File: src/hdl/ddc_pkg.sv
// Shared types, codes and constants of the deadband dosing controller.
// No dependencies; imported by every module of the block.
`timescale 1ns / 1ps
`default_nettype none

package ddc_pkg;

  localparam int RING_DEPTH_DEF = 8;
  localparam int SAMPLE_W = 16;
  localparam int CNT_W    = 24;
  localparam int CFG_IDX_W  = 3;
  localparam int CFG_DATA_W = 24;
  localparam logic [CNT_W-1:0] CNT_SAT = {CNT_W{1'b1}};

  // item kinds
  typedef enum logic [1:0] {
    KIND_TICK    = 2'd0,
    KIND_SAMPLE  = 2'd1,
    KIND_CONTROL = 2'd2,
    KIND_NOP     = 2'd3
  } kind_t;

  // dosing mode as seen on control_state
  typedef enum logic [1:0] {
    MODE_STABLE      = 2'd0,
    MODE_CONTROLLING = 2'd1,
    MODE_STABILIZING = 2'd2
  } mode_t;

  // pump direction codes
  typedef enum logic [1:0] {
    DIR_NONE = 2'd0,
    DIR_UP   = 2'd1,
    DIR_DOWN = 2'd2
  } dir_t;

  // configuration register indexes
  typedef enum logic [CFG_IDX_W-1:0] {
    REG_SET_POINT     = 3'd0,
    REG_ERROR_MARGIN  = 3'd1,
    REG_SETTLE_MARGIN = 3'd2,
    REG_SETTLE_TIME   = 3'd3,
    REG_DOSE_TIME     = 3'd4,
    REG_SAMPLE_PERIOD = 3'd5,
    REG_PUMP_ENABLE   = 3'd6,
    REG_MANUAL_MODE   = 3'd7
  } cfg_idx_t;

  // sequencer states
  typedef enum logic [3:0] {
    SEQ_IDLE,
    SEQ_DISPATCH,
    SEQ_SUM,
    SEQ_MUL,
    SEQ_QD,
    SEQ_FIX,
    SEQ_DECIDE,
    SEQ_FINISH
  } seq_state_t;

  // commands from sequencer to datapath
  typedef struct packed {
    logic latch;    // capture the accepted word
    logic tick;     // millisecond tick update
    logic sample;   // write ring entry, read old entry
    logic sum;      // running sum update
    logic mul;      // sum times reciprocal
    logic qd;       // quotient estimate times depth
    logic fix;      // quotient correction, write mean
    logic diff;     // error magnitude and sign
    logic decide;   // dosing state machine step
    logic load;     // load result register
  } cmd_t;

  // status from datapath to sequencer
  typedef struct packed {
    kind_t kind;
    logic  keep_sample;
  } status_t;

endpackage

`default_nettype wire

File: src/hdl/ddc_ctrl.sv
// Sequencer of the deadband dosing controller: input/result handshake and
// datapath commands. Depends on ddc_pkg.
`timescale 1ns / 1ps
`default_nettype none

module ddc_ctrl (
  input  wire logic             clk,
  input  wire logic             rst,
  input  wire logic             item_valid,
  output logic                  item_ready,
  output logic                  result_valid,
  input  wire logic             result_ready,
  output ddc_pkg::cmd_t         cmd,
  input  wire ddc_pkg::status_t stat
);
  import ddc_pkg::*;

  seq_state_t state, state_next;
  logic       result_valid_next;
  logic       slot_free;

  // result slot can take a new word when empty or being drained
  assign slot_free = !result_valid || result_ready;

  // state register
  always_ff @(posedge clk) begin
    if (rst) begin
      state        <= SEQ_IDLE;
      result_valid <= 1'b0;
    end else begin
      state        <= state_next;
      result_valid <= result_valid_next;
    end
  end

  // next state and commands
  always_comb begin
    state_next        = state;
    cmd               = '0;
    item_ready        = 1'b0;
    result_valid_next = result_valid && !result_ready;
    case (state)
      SEQ_IDLE: begin
        item_ready = 1'b1;
        if (item_valid) begin
          cmd.latch  = 1'b1;
          state_next = SEQ_DISPATCH;
        end
      end
      SEQ_DISPATCH: begin
        case (stat.kind)
          KIND_TICK: begin
            cmd.tick   = 1'b1;
            state_next = SEQ_FINISH;
          end
          KIND_SAMPLE: begin
            if (stat.keep_sample) begin
              cmd.sample = 1'b1;
              state_next = SEQ_SUM;
            end else begin
              state_next = SEQ_FINISH;
            end
          end
          KIND_CONTROL: begin
            cmd.diff   = 1'b1;
            state_next = SEQ_DECIDE;
          end
          default: state_next = SEQ_FINISH;
        endcase
      end
      SEQ_SUM: begin
        cmd.sum    = 1'b1;
        state_next = SEQ_MUL;
      end
      SEQ_MUL: begin
        cmd.mul    = 1'b1;
        state_next = SEQ_QD;
      end
      SEQ_QD: begin
        cmd.qd     = 1'b1;
        state_next = SEQ_FIX;
      end
      SEQ_FIX: begin
        cmd.fix    = 1'b1;
        state_next = SEQ_FINISH;
      end
      SEQ_DECIDE: begin
        cmd.decide = 1'b1;
        state_next = SEQ_FINISH;
      end
      SEQ_FINISH: begin
        // wait for the result slot, then publish
        if (slot_free) begin
          cmd.load          = 1'b1;
          result_valid_next = 1'b1;
          state_next        = SEQ_IDLE;
        end
      end
      default: state_next = SEQ_IDLE;
    endcase
  end

endmodule

`default_nettype wire

File: src/hdl/ddc_datapath.sv
// Datapath of the deadband dosing controller: config registers, sample ring,
// running sum and mean, timers, dosing mode and result register. Uses ddc_pkg.
`timescale 1ns / 1ps
`default_nettype none

module ddc_datapath #(
  parameter int RING_DEPTH = ddc_pkg::RING_DEPTH_DEF
) (
  input  wire logic                           clk,
  input  wire logic                           rst,
  input  wire ddc_pkg::cmd_t                  cmd,
  output ddc_pkg::status_t                    stat,
  input  wire logic [1:0]                     kind,
  input  wire logic [ddc_pkg::SAMPLE_W-1:0]   sample_value,
  input  wire logic                           cfg_valid,
  input  wire logic [ddc_pkg::CFG_IDX_W-1:0]  cfg_index,
  input  wire logic [ddc_pkg::CFG_DATA_W-1:0] cfg_data,
  output logic [1:0]                          dose_direction,
  output logic                                pump_up_on,
  output logic                                pump_down_on,
  output logic [ddc_pkg::SAMPLE_W-1:0]        average_measure,
  output logic [1:0]                          control_state
);
  import ddc_pkg::*;

  localparam int IDX_W  = (RING_DEPTH > 1) ? $clog2(RING_DEPTH) : 1;
  localparam int SUM_W  = SAMPLE_W + $clog2(RING_DEPTH);
  localparam int PROD_W = 2 * SUM_W + 1;
  // floor(2^SUM_W / depth): estimate is exact or one low
  localparam logic [SUM_W:0] RECIP = (SUM_W + 1)'((64'd1 << SUM_W) / RING_DEPTH);
  localparam logic [SUM_W-1:0] DEPTH_S = SUM_W'(RING_DEPTH);
  localparam logic [IDX_W-1:0] LAST_IDX = IDX_W'(RING_DEPTH - 1);

  // configuration
  logic [SAMPLE_W-1:0] set_point, error_margin, settle_margin, dose_time;
  logic [CNT_W-1:0]    settle_time, sample_period;
  logic [1:0]          pump_enable;
  logic                manual_mode;

  // captured word
  kind_t               kind_q;
  logic [SAMPLE_W-1:0] value_q;

  // ring and averaging
  logic [SAMPLE_W-1:0] ring_mem [RING_DEPTH];
  logic [RING_DEPTH-1:0] ring_valid;
  logic [IDX_W-1:0]    wr_idx;
  logic [SAMPLE_W-1:0] old_rd;
  logic                old_valid;
  logic [SUM_W-1:0]    ring_sum;
  logic [PROD_W-1:0]   prod;
  logic [SUM_W-1:0]    q_est;
  logic [SUM_W-1:0]    qd;
  logic [SUM_W-1:0]    rem;
  logic [SAMPLE_W-1:0] measure_mean;

  // timers and dosing
  logic [CNT_W-1:0]    since_sample, since_dose;
  logic [SAMPLE_W-1:0] pulse_remaining;
  dir_t                pulse_dir;
  mode_t               mode_state;
  dir_t                dose_dir;
  dir_t                dose_dir_next;
  logic [SAMPLE_W-1:0] mag;
  logic                err_pos, err_neg;
  logic                mean_nz;

  assign stat.kind        = kind_q;
  assign stat.keep_sample = since_sample > sample_period;

  // configuration writes
  always_ff @(posedge clk) begin
    if (rst) begin
      set_point     <= '0;
      error_margin  <= '0;
      settle_margin <= '0;
      settle_time   <= '0;
      dose_time     <= '0;
      sample_period <= '0;
      pump_enable   <= '0;
      manual_mode   <= 1'b0;
    end else if (cfg_valid) begin
      case (cfg_idx_t'(cfg_index))
        REG_SET_POINT:     set_point     <= cfg_data[SAMPLE_W-1:0];
        REG_ERROR_MARGIN:  error_margin  <= cfg_data[SAMPLE_W-1:0];
        REG_SETTLE_MARGIN: settle_margin <= cfg_data[SAMPLE_W-1:0];
        REG_SETTLE_TIME:   settle_time   <= cfg_data[CNT_W-1:0];
        REG_DOSE_TIME:     dose_time     <= cfg_data[SAMPLE_W-1:0];
        REG_SAMPLE_PERIOD: sample_period <= cfg_data[CNT_W-1:0];
        REG_PUMP_ENABLE:   pump_enable   <= cfg_data[1:0];
        REG_MANUAL_MODE:   manual_mode   <= cfg_data[0];
        default: ;
      endcase
    end
  end

  // word capture
  always_ff @(posedge clk) begin
    if (cmd.latch) begin
      kind_q  <= kind_t'(kind);
      value_q <= sample_value;
    end
  end

  // ring memory: read-first, one port
  always_ff @(posedge clk) begin
    if (cmd.sample) begin
      ring_mem[wr_idx] <= value_q;
      old_rd           <= ring_mem[wr_idx];
    end
  end

  // ring valid bits and write pointer; unwritten entries read as zero
  always_ff @(posedge clk) begin
    if (rst) begin
      ring_valid <= '0;
      wr_idx     <= '0;
      old_valid  <= 1'b0;
    end else if (cmd.sample) begin
      ring_valid[wr_idx] <= 1'b1;
      old_valid          <= ring_valid[wr_idx];
      wr_idx             <= (wr_idx == LAST_IDX) ? '0 : wr_idx + 1'b1;
    end
  end

  // running sum and mean (divide by depth via reciprocal, one correction)
  assign rem = ring_sum - qd;

  always_ff @(posedge clk) begin
    if (rst) begin
      ring_sum     <= '0;
      measure_mean <= '0;
    end else begin
      if (cmd.sum) begin
        ring_sum <= ring_sum + SUM_W'(value_q)
                    - (old_valid ? SUM_W'(old_rd) : '0);
      end
      if (cmd.fix) begin
        measure_mean <= (rem >= DEPTH_S) ? SAMPLE_W'(q_est + 1'b1) : SAMPLE_W'(q_est);
      end
    end
  end

  always_ff @(posedge clk) begin
    if (cmd.mul) begin
      prod <= PROD_W'(ring_sum) * PROD_W'(RECIP);
    end
    if (cmd.qd) begin
      q_est <= prod[2*SUM_W-1:SUM_W];
      qd    <= SUM_W'(prod[2*SUM_W-1:SUM_W] * DEPTH_S);
    end
  end

  // error magnitude and sign
  always_ff @(posedge clk) begin
    if (cmd.diff) begin
      err_pos <= measure_mean > set_point;
      err_neg <= measure_mean < set_point;
      mag     <= (measure_mean >= set_point) ? measure_mean - set_point
                                             : set_point - measure_mean;
    end
  end

  assign mean_nz = measure_mean != '0;

  // direction a dose would take now
  always_comb begin
    dose_dir_next = DIR_NONE;
    if (err_pos && mean_nz && pump_enable[1]) begin
      dose_dir_next = DIR_DOWN;
    end else if (err_neg && mean_nz && pump_enable[0]) begin
      dose_dir_next = DIR_UP;
    end
  end

  // timers, pulse and dosing mode
  always_ff @(posedge clk) begin
    if (rst) begin
      since_sample    <= '0;
      since_dose      <= '0;
      pulse_remaining <= '0;
      pulse_dir       <= DIR_NONE;
      mode_state      <= MODE_STABLE;
      dose_dir        <= DIR_NONE;
    end else begin
      if (cmd.latch) begin
        dose_dir <= DIR_NONE;
      end
      if (cmd.sample) begin
        since_sample <= '0;
      end
      if (cmd.tick) begin
        if (since_sample != CNT_SAT) begin
          since_sample <= since_sample + 1'b1;
        end
        if (pulse_remaining != '0) begin
          pulse_remaining <= pulse_remaining - 1'b1;
          since_dose      <= '0;
          if (pulse_remaining == SAMPLE_W'(1)) begin
            pulse_dir <= DIR_NONE;
          end
        end else if (since_dose != CNT_SAT) begin
          since_dose <= since_dose + 1'b1;
        end
      end
      if (cmd.decide) begin
        if (manual_mode) begin
          mode_state <= MODE_STABLE;
        end else begin
          case (mode_state)
            MODE_STABLE: begin
              if (mag >= error_margin && mean_nz) begin
                mode_state <= MODE_CONTROLLING;
              end
            end
            MODE_CONTROLLING: begin
              if (mag >= settle_margin) begin
                dose_dir <= dose_dir_next;
                // a new dose replaces any running pulse
                if (dose_dir_next != DIR_NONE) begin
                  pulse_remaining <= dose_time;
                  pulse_dir       <= (dose_time == '0) ? DIR_NONE : dose_dir_next;
                end
                mode_state <= MODE_STABILIZING;
                since_dose <= '0;
              end else begin
                mode_state <= MODE_STABLE;
              end
            end
            MODE_STABILIZING: begin
              if (since_dose > settle_time) begin
                mode_state <= MODE_CONTROLLING;
              end
            end
            default: mode_state <= MODE_STABLE;
          endcase
        end
      end
    end
  end

  // result register
  always_ff @(posedge clk) begin
    if (cmd.load) begin
      dose_direction  <= dose_dir;
      pump_up_on      <= (pulse_dir == DIR_UP) && (pulse_remaining != '0);
      pump_down_on    <= (pulse_dir == DIR_DOWN) && (pulse_remaining != '0);
      average_measure <= measure_mean;
      control_state   <= mode_state;
    end
  end

endmodule

`default_nettype wire

File: src/hdl/deadband_dosing_controller_top.sv
// Per word: a tick is dispatched, then finished; a kept sample also runs the
// sum, multiply, quotient and fix steps of the mean divide; a dropped sample
// or unused kind goes to finish; a control step runs diff, then decide. Finish
// waits for a free result slot; the next word is taken the cycle after loading.
// Synchronous active-high reset clears config, ring (valid bits), timers,
// mean and dosing mode at once; no clearing pass.
`timescale 1ns / 1ps
`default_nettype none

module deadband_dosing_controller_top #(
  parameter int RING_DEPTH = ddc_pkg::RING_DEPTH_DEF
) (
  input  wire logic                           clk,
  input  wire logic                           rst,
  input  wire logic                           item_valid,
  output logic                                item_ready,
  input  wire logic [1:0]                     kind,
  input  wire logic [ddc_pkg::SAMPLE_W-1:0]   sample_value,
  output logic                                result_valid,
  input  wire logic                           result_ready,
  output logic [1:0]                          dose_direction,
  output logic                                pump_up_on,
  output logic                                pump_down_on,
  output logic [ddc_pkg::SAMPLE_W-1:0]        average_measure,
  output logic [1:0]                          control_state,
  input  wire logic                           cfg_valid,
  output logic                                cfg_ready,
  input  wire logic [ddc_pkg::CFG_IDX_W-1:0]  cfg_index,
  input  wire logic [ddc_pkg::CFG_DATA_W-1:0] cfg_data
);
  import ddc_pkg::*;

  cmd_t    cmd;
  status_t stat;

  // register writes are always taken
  assign cfg_ready = 1'b1;

  ddc_ctrl u_ctrl (
    .clk          (clk),
    .rst          (rst),
    .item_valid   (item_valid),
    .item_ready   (item_ready),
    .result_valid (result_valid),
    .result_ready (result_ready),
    .cmd          (cmd),
    .stat         (stat)
  );

  ddc_datapath #(
    .RING_DEPTH (RING_DEPTH)
  ) u_dp (
    .clk             (clk),
    .rst             (rst),
    .cmd             (cmd),
    .stat            (stat),
    .kind            (kind),
    .sample_value    (sample_value),
    .cfg_valid       (cfg_valid),
    .cfg_index       (cfg_index),
    .cfg_data        (cfg_data),
    .dose_direction  (dose_direction),
    .pump_up_on      (pump_up_on),
    .pump_down_on    (pump_down_on),
    .average_measure (average_measure),
    .control_state   (control_state)
  );

endmodule

`default_nettype wire

File: config.mk
export PLATFORM = sky130hd
export DESIGN_NAME = deadband_dosing_controller_top
export DESIGN_NICKNAME = d
export VERILOG_FILES = /design/src/hdl/ddc_pkg.sv /design/src/hdl/ddc_ctrl.sv /design/src/hdl/ddc_datapath.sv /design/src/hdl/deadband_dosing_controller_top.sv
export SDC_FILE = /design/constraint.sdc
export NUM_CORES = 1
export LEC_CHECK = 0
export BUFFER_PORTS_ARGS = -buffer_cell sky130_fd_sc_hd__buf_2
export CORE_MARGIN = 3
export CORE_UTILIZATION = 35
export CTS_BUF_LIST = sky130_fd_sc_hd__clkbuf_8
export DETAILED_ROUTE_END_ITERATION = 16
export PLACE_DENSITY = 0.58
export SETUP_SLACK_MARGIN = 0.02
export SYNTH_ARGS = -nofsm -noshare
export SYNTH_HDL_FRONTEND = slang
export SYNTH_HIERARCHICAL = 1
export SYNTH_SLANG_ARGS = --single-unit
File: constraint.sdc
create_clock -name clk -period 3.8 [get_ports clk]
set_clock_uncertainty 0.15 [all_clocks]
set_input_delay 0.76 -clock clk [delete_from_list [all_inputs] [get_ports clk]]
set_output_delay 0.76 -clock clk [all_outputs]
set_load 0.02 [all_outputs]
==> metrics.md <==
| Metric | Value |
|---|---|
| Status | `completed` |
| Ports | `75` |
| HPWL Detailed | `42.2 mm` |
| Worst setup path start | `u_dp/old_rd[5]` |
| Longest Clk Path Bufs | `3` |
| Mapped Avg Cell Area | `10.2 µm²` |
| Post-synth ARST share | `0%` |
| DRT Pass-1 Iters | `5` |
| Final GP Congestion | `0.863` |
| Inserted Clock Buffers | `80` |
| Crit. End Element | `register` |
| Clk_lat worst skew | `0.68 ns` |
| Vias | `17300` |
| Mapped Area | `23600 µm²` |
| Max Clk Rate | `277 MHz` |
| Synth Flop Type | `dfxtp_1` |
| Clock sink count | `470` |
| Worst path bufs/invs | `1` |
| Reg-to-Reg End | `u_dp/ring_sum[18]` |
| Global route hottest layer | `met2` |
| Setup Crit Path Kind | `register to register` |
| GRT Util Overall | `16.7%` |
| Worst Tran Pin Value | `1.00 ns` |
| Cells along the critical path | `and2_1 > fa_1 > inv_1 > ha_1 > or2_2 > a21oi_1 > o21bai_1 > nor2_1 > o31ai_2 > o21ai_2 > a2111oi_1 > nand3b_1 > mux2_1` |
| Clock-pin slew on the worst setup and hold paths | `0.06 ns` |
| Max-Cap Viols | `0` |
| Met1 Use GR | `21.8%` |
| CP startpoint kind | `register` |
| Initial antenna violation count | `4` |
| Hold/Removal Path Class | `input port to register` |
| Max IR drop VDD | `0.339 mV` |
| Full die area | `70700 µm²` |
| Area growth syn-to-layout | `14.7%` |
| Total Wirelength | `59.5 mm` |
| Seq/Total Area, Yosys | `49.7%` |
| CORE AREA | `66300 µm²` |
| ANT nets after route | `0` |
| Rows | `94` |
| Worst Hold Endpoint | `u_dp/value_q[9]` |
| CP Data Arrival Time | `4.01 ns` |
| Met2 GRT Util | `28.0%` |
| Flops & latches, synth | `470` |
| Initial core utilization | `35.6%` |
| Crit path max fanout | `3` |
| Mapped Cells | `2314` |
| M3 GR Usage | `3.20%` |
| Min Hold Slack | `0.128 ns` |
| CP required | `4.20 ns` |
| Top cell type by total area after synthesis | `edfxtp_1` |
| Rel. slew slack | `33.0%` |
| Min-delay src | `sample_value[9]` |
| Net Count, Synth | `2539` |
| Fin. max-slew vios | `0` |
| Fin crit period | `3.61 ns` |
| DRC violations left | `0` |
| Number of distinct library cells after synthesis | `92` |
| Post-synth top area share | `29.7%` |
| Worst reg-to-reg path cell count | `13` |
| DIE WIDTH | `266 µm` |
| Layout Utilization | `40.9%` |
| YS warnings | `6` |
| Hold depth | `1` |
| Clock Root Buffer | `clkbuf_8` |
| PD cells | `602 nW/µm²` |
| CTS tree | `built` |
| Final hold vios | `0` |
| RR Startpoint | `u_dp/old_rd[5]` |
| Critical path's largest stage delay | `0.49 ns` |
| Nets | `2687` |
| Initial DRC Count | `1118` |
| Htree depth | `3` |
| Vias in the first global route | `17200` |
| FF-to-FF setup slack | `0.19 ns` |
| First-pass GRT wire length | `93.8 mm` |
| Die Ht | `266 µm` |
| Tcrit/Tclk final | `94.9%` |
| Overflow after GRT | `0` |
| Vias/cell | `5.09` |
| WL/cell | `17.5 µm` |
| CP delay by family, top | `compound AO/OA/AOI/OAI gates` |
| # port buffers | `73` |
| Critical path's slowest cell | `fa_1` |
| Share of layout cells above drive strength 1 | `13.8%` |
| Final setup fails | `0` |
| Largest net degree at the start of global routing | `65` |
| Leakage | `10.2 nW` |
| RSZ-0062 raised after global routing | `yes` |
| Synth top area cells | `edfxtp_1 30%, dfxtp_1 20%, ha_1 8.3%, nand2_1 4.7%, a21oi_1 3.7%` |
| Post-synth EDFFs | `234` |
-- where the power goes --
group | total (mW) | leakage (nW) | internal, mW | switching (mW)
registers | 6.25 | 4.03 | 5.90 | 0.345
clock network | 4.62 | 0.938 | 2.52 | 2.10
logic | 5.46 | 5.26 | 2.30 | 3.16
-- flip-flops by register name, summed over array words and instances (netlist names), 19 cells and up --
name                count
u_dp/ring_mem         128
u_dp/sample_period     24
u_dp/settle_time       24
u_dp/since_dose        24
u_dp/since_sample      24
u_dp/ring_sum          19
-- cell usage after synthesis (all sizes together) (14+ instances only) --
| master | number |
|---|---|
| o21a | 16 |
| xor2 | 43 |
| nand4 | 35 |
| ha | 156 |
| inv | 225 |
| a21o | 45 |
| nor3 | 37 |
| nor2 | 192 |
| a211oi | 24 |
| edfxtp | 234 |
| o31ai | 15 |
| fa | 19 |
| dfxtp | 236 |
| a21oi | 175 |
| mux2 | 21 |
| buf | 19 |
| and4 | 14 |
| a31oi | 15 |
| xnor2 | 44 |
| nand2 | 293 |
| nand3 | 54 |
| mux2i | 27 |
| and2 | 30 |
| nor2b | 22 |
| clkbuf | 64 |
| nand2b | 24 |
| and3 | 16 |
| o21ai | 44 |
| mux4 | 34 |
-- how the worst max path moves through the flow --
stage / endpoint / slack, ns / cells past startpoint
finish: u_dp/ring_sum[18] / 0.19 / 13
global route: u_dp/ring_mem[6][3] / -0.12 / 15
CTS: u_dp/ring_sum[18] / 0.03 / 13
detailed placement: u_dp/ring_sum[18] / -0.15 / 13
global placement: u_dp/ring_sum[18] / 0.04 / 13
floorplan: u_dp/ring_sum[18] / 0.17 / 14
-- metal layers --
layer	vias up	part of all wire [%]
met5	-	0.061
li1	8457	-
met1	8352	46
met4	6	2.6
met2	341	48
met3	105	4.0
-- layout by cell type (no fill, tap or decap), types with 22 or more instances in the layout --
cell type	n
buf_4	68
ha_1	156
nor2_1	187
o21ai_0	33
a211oi_1	23
nand2b_1	22
edfxtp_1	234
dfxtp_1	234
buf_2	72
inv_1	250
xor2_1	43
nor3_1	34
nand3_1	54
and2_1	28
a21oi_1	174
xnor2_1	44
nand2_1	292
clkbuf_8	93
mux2i_1	27
mux4_2	34
nand4_1	35
a21o_1	45
-- timing repair --
item                                   in CTS  in global routing
gates cloned                                0                  1
pin swaps                                   0                  3
endpoints found under the hold margin       0                  0
hold buffers                                0                  0
setup endpoints to repair                   1                122
buffers inserted                            2                  6
gates resized for setup                     1                 10
-- final cells by class --
class / instances / area (µm²)
Antenna cell: 1 / 2.50
Multi-Input combinational cell: 1537 / 10800
Clock inverter: 55 / 355
Inverter: 225 / 845
Sequential cell: 470 / 11800
Timing Repair Buffer: 148 / 1020
Clock buffer: 93 / 1280
Tap cell: 864 / 1080
Fill cell: 6469 / 39200
-- cells by family after synthesis --
group                      synth area share [%]
DFF                                        49.7
other                                    0.0159
muxes                                      5.38
buffers and inverters                      5.01
and+or+nand+nor                            15.3
xor gates and xnor gates                   3.22
adders and majority gates                  9.87
AOI/OAI and AO/OA                          11.4
-- metrics by stage --
| step | cell area (µm²) | total power [mW] | cells | setup slack (ns) | TNS [ns] |
|---|---|---|---|---|---|
| 6_report | 27100 | 16.3 | 3393 | 0.194 | 0 |
| 5_1_grt | 27100 | 17.4 | 3392 | -0.120 | -4.63 |
| 4_1_cts | 27000 | 16.4 | 3385 | 0.0262 | 0 |
| 3_5_place_dp | 25400 | 11.7 | 3235 | -0.145 | -0.145 |
| 3_3_place_gp | 25400 | 11.6 | 3235 | 0.0406 | 0 |
| 2_1_floorplan | 23600 | 10.1 | 2314 | 0.175 | 0 |
Power figures use the tool's default switching activity.
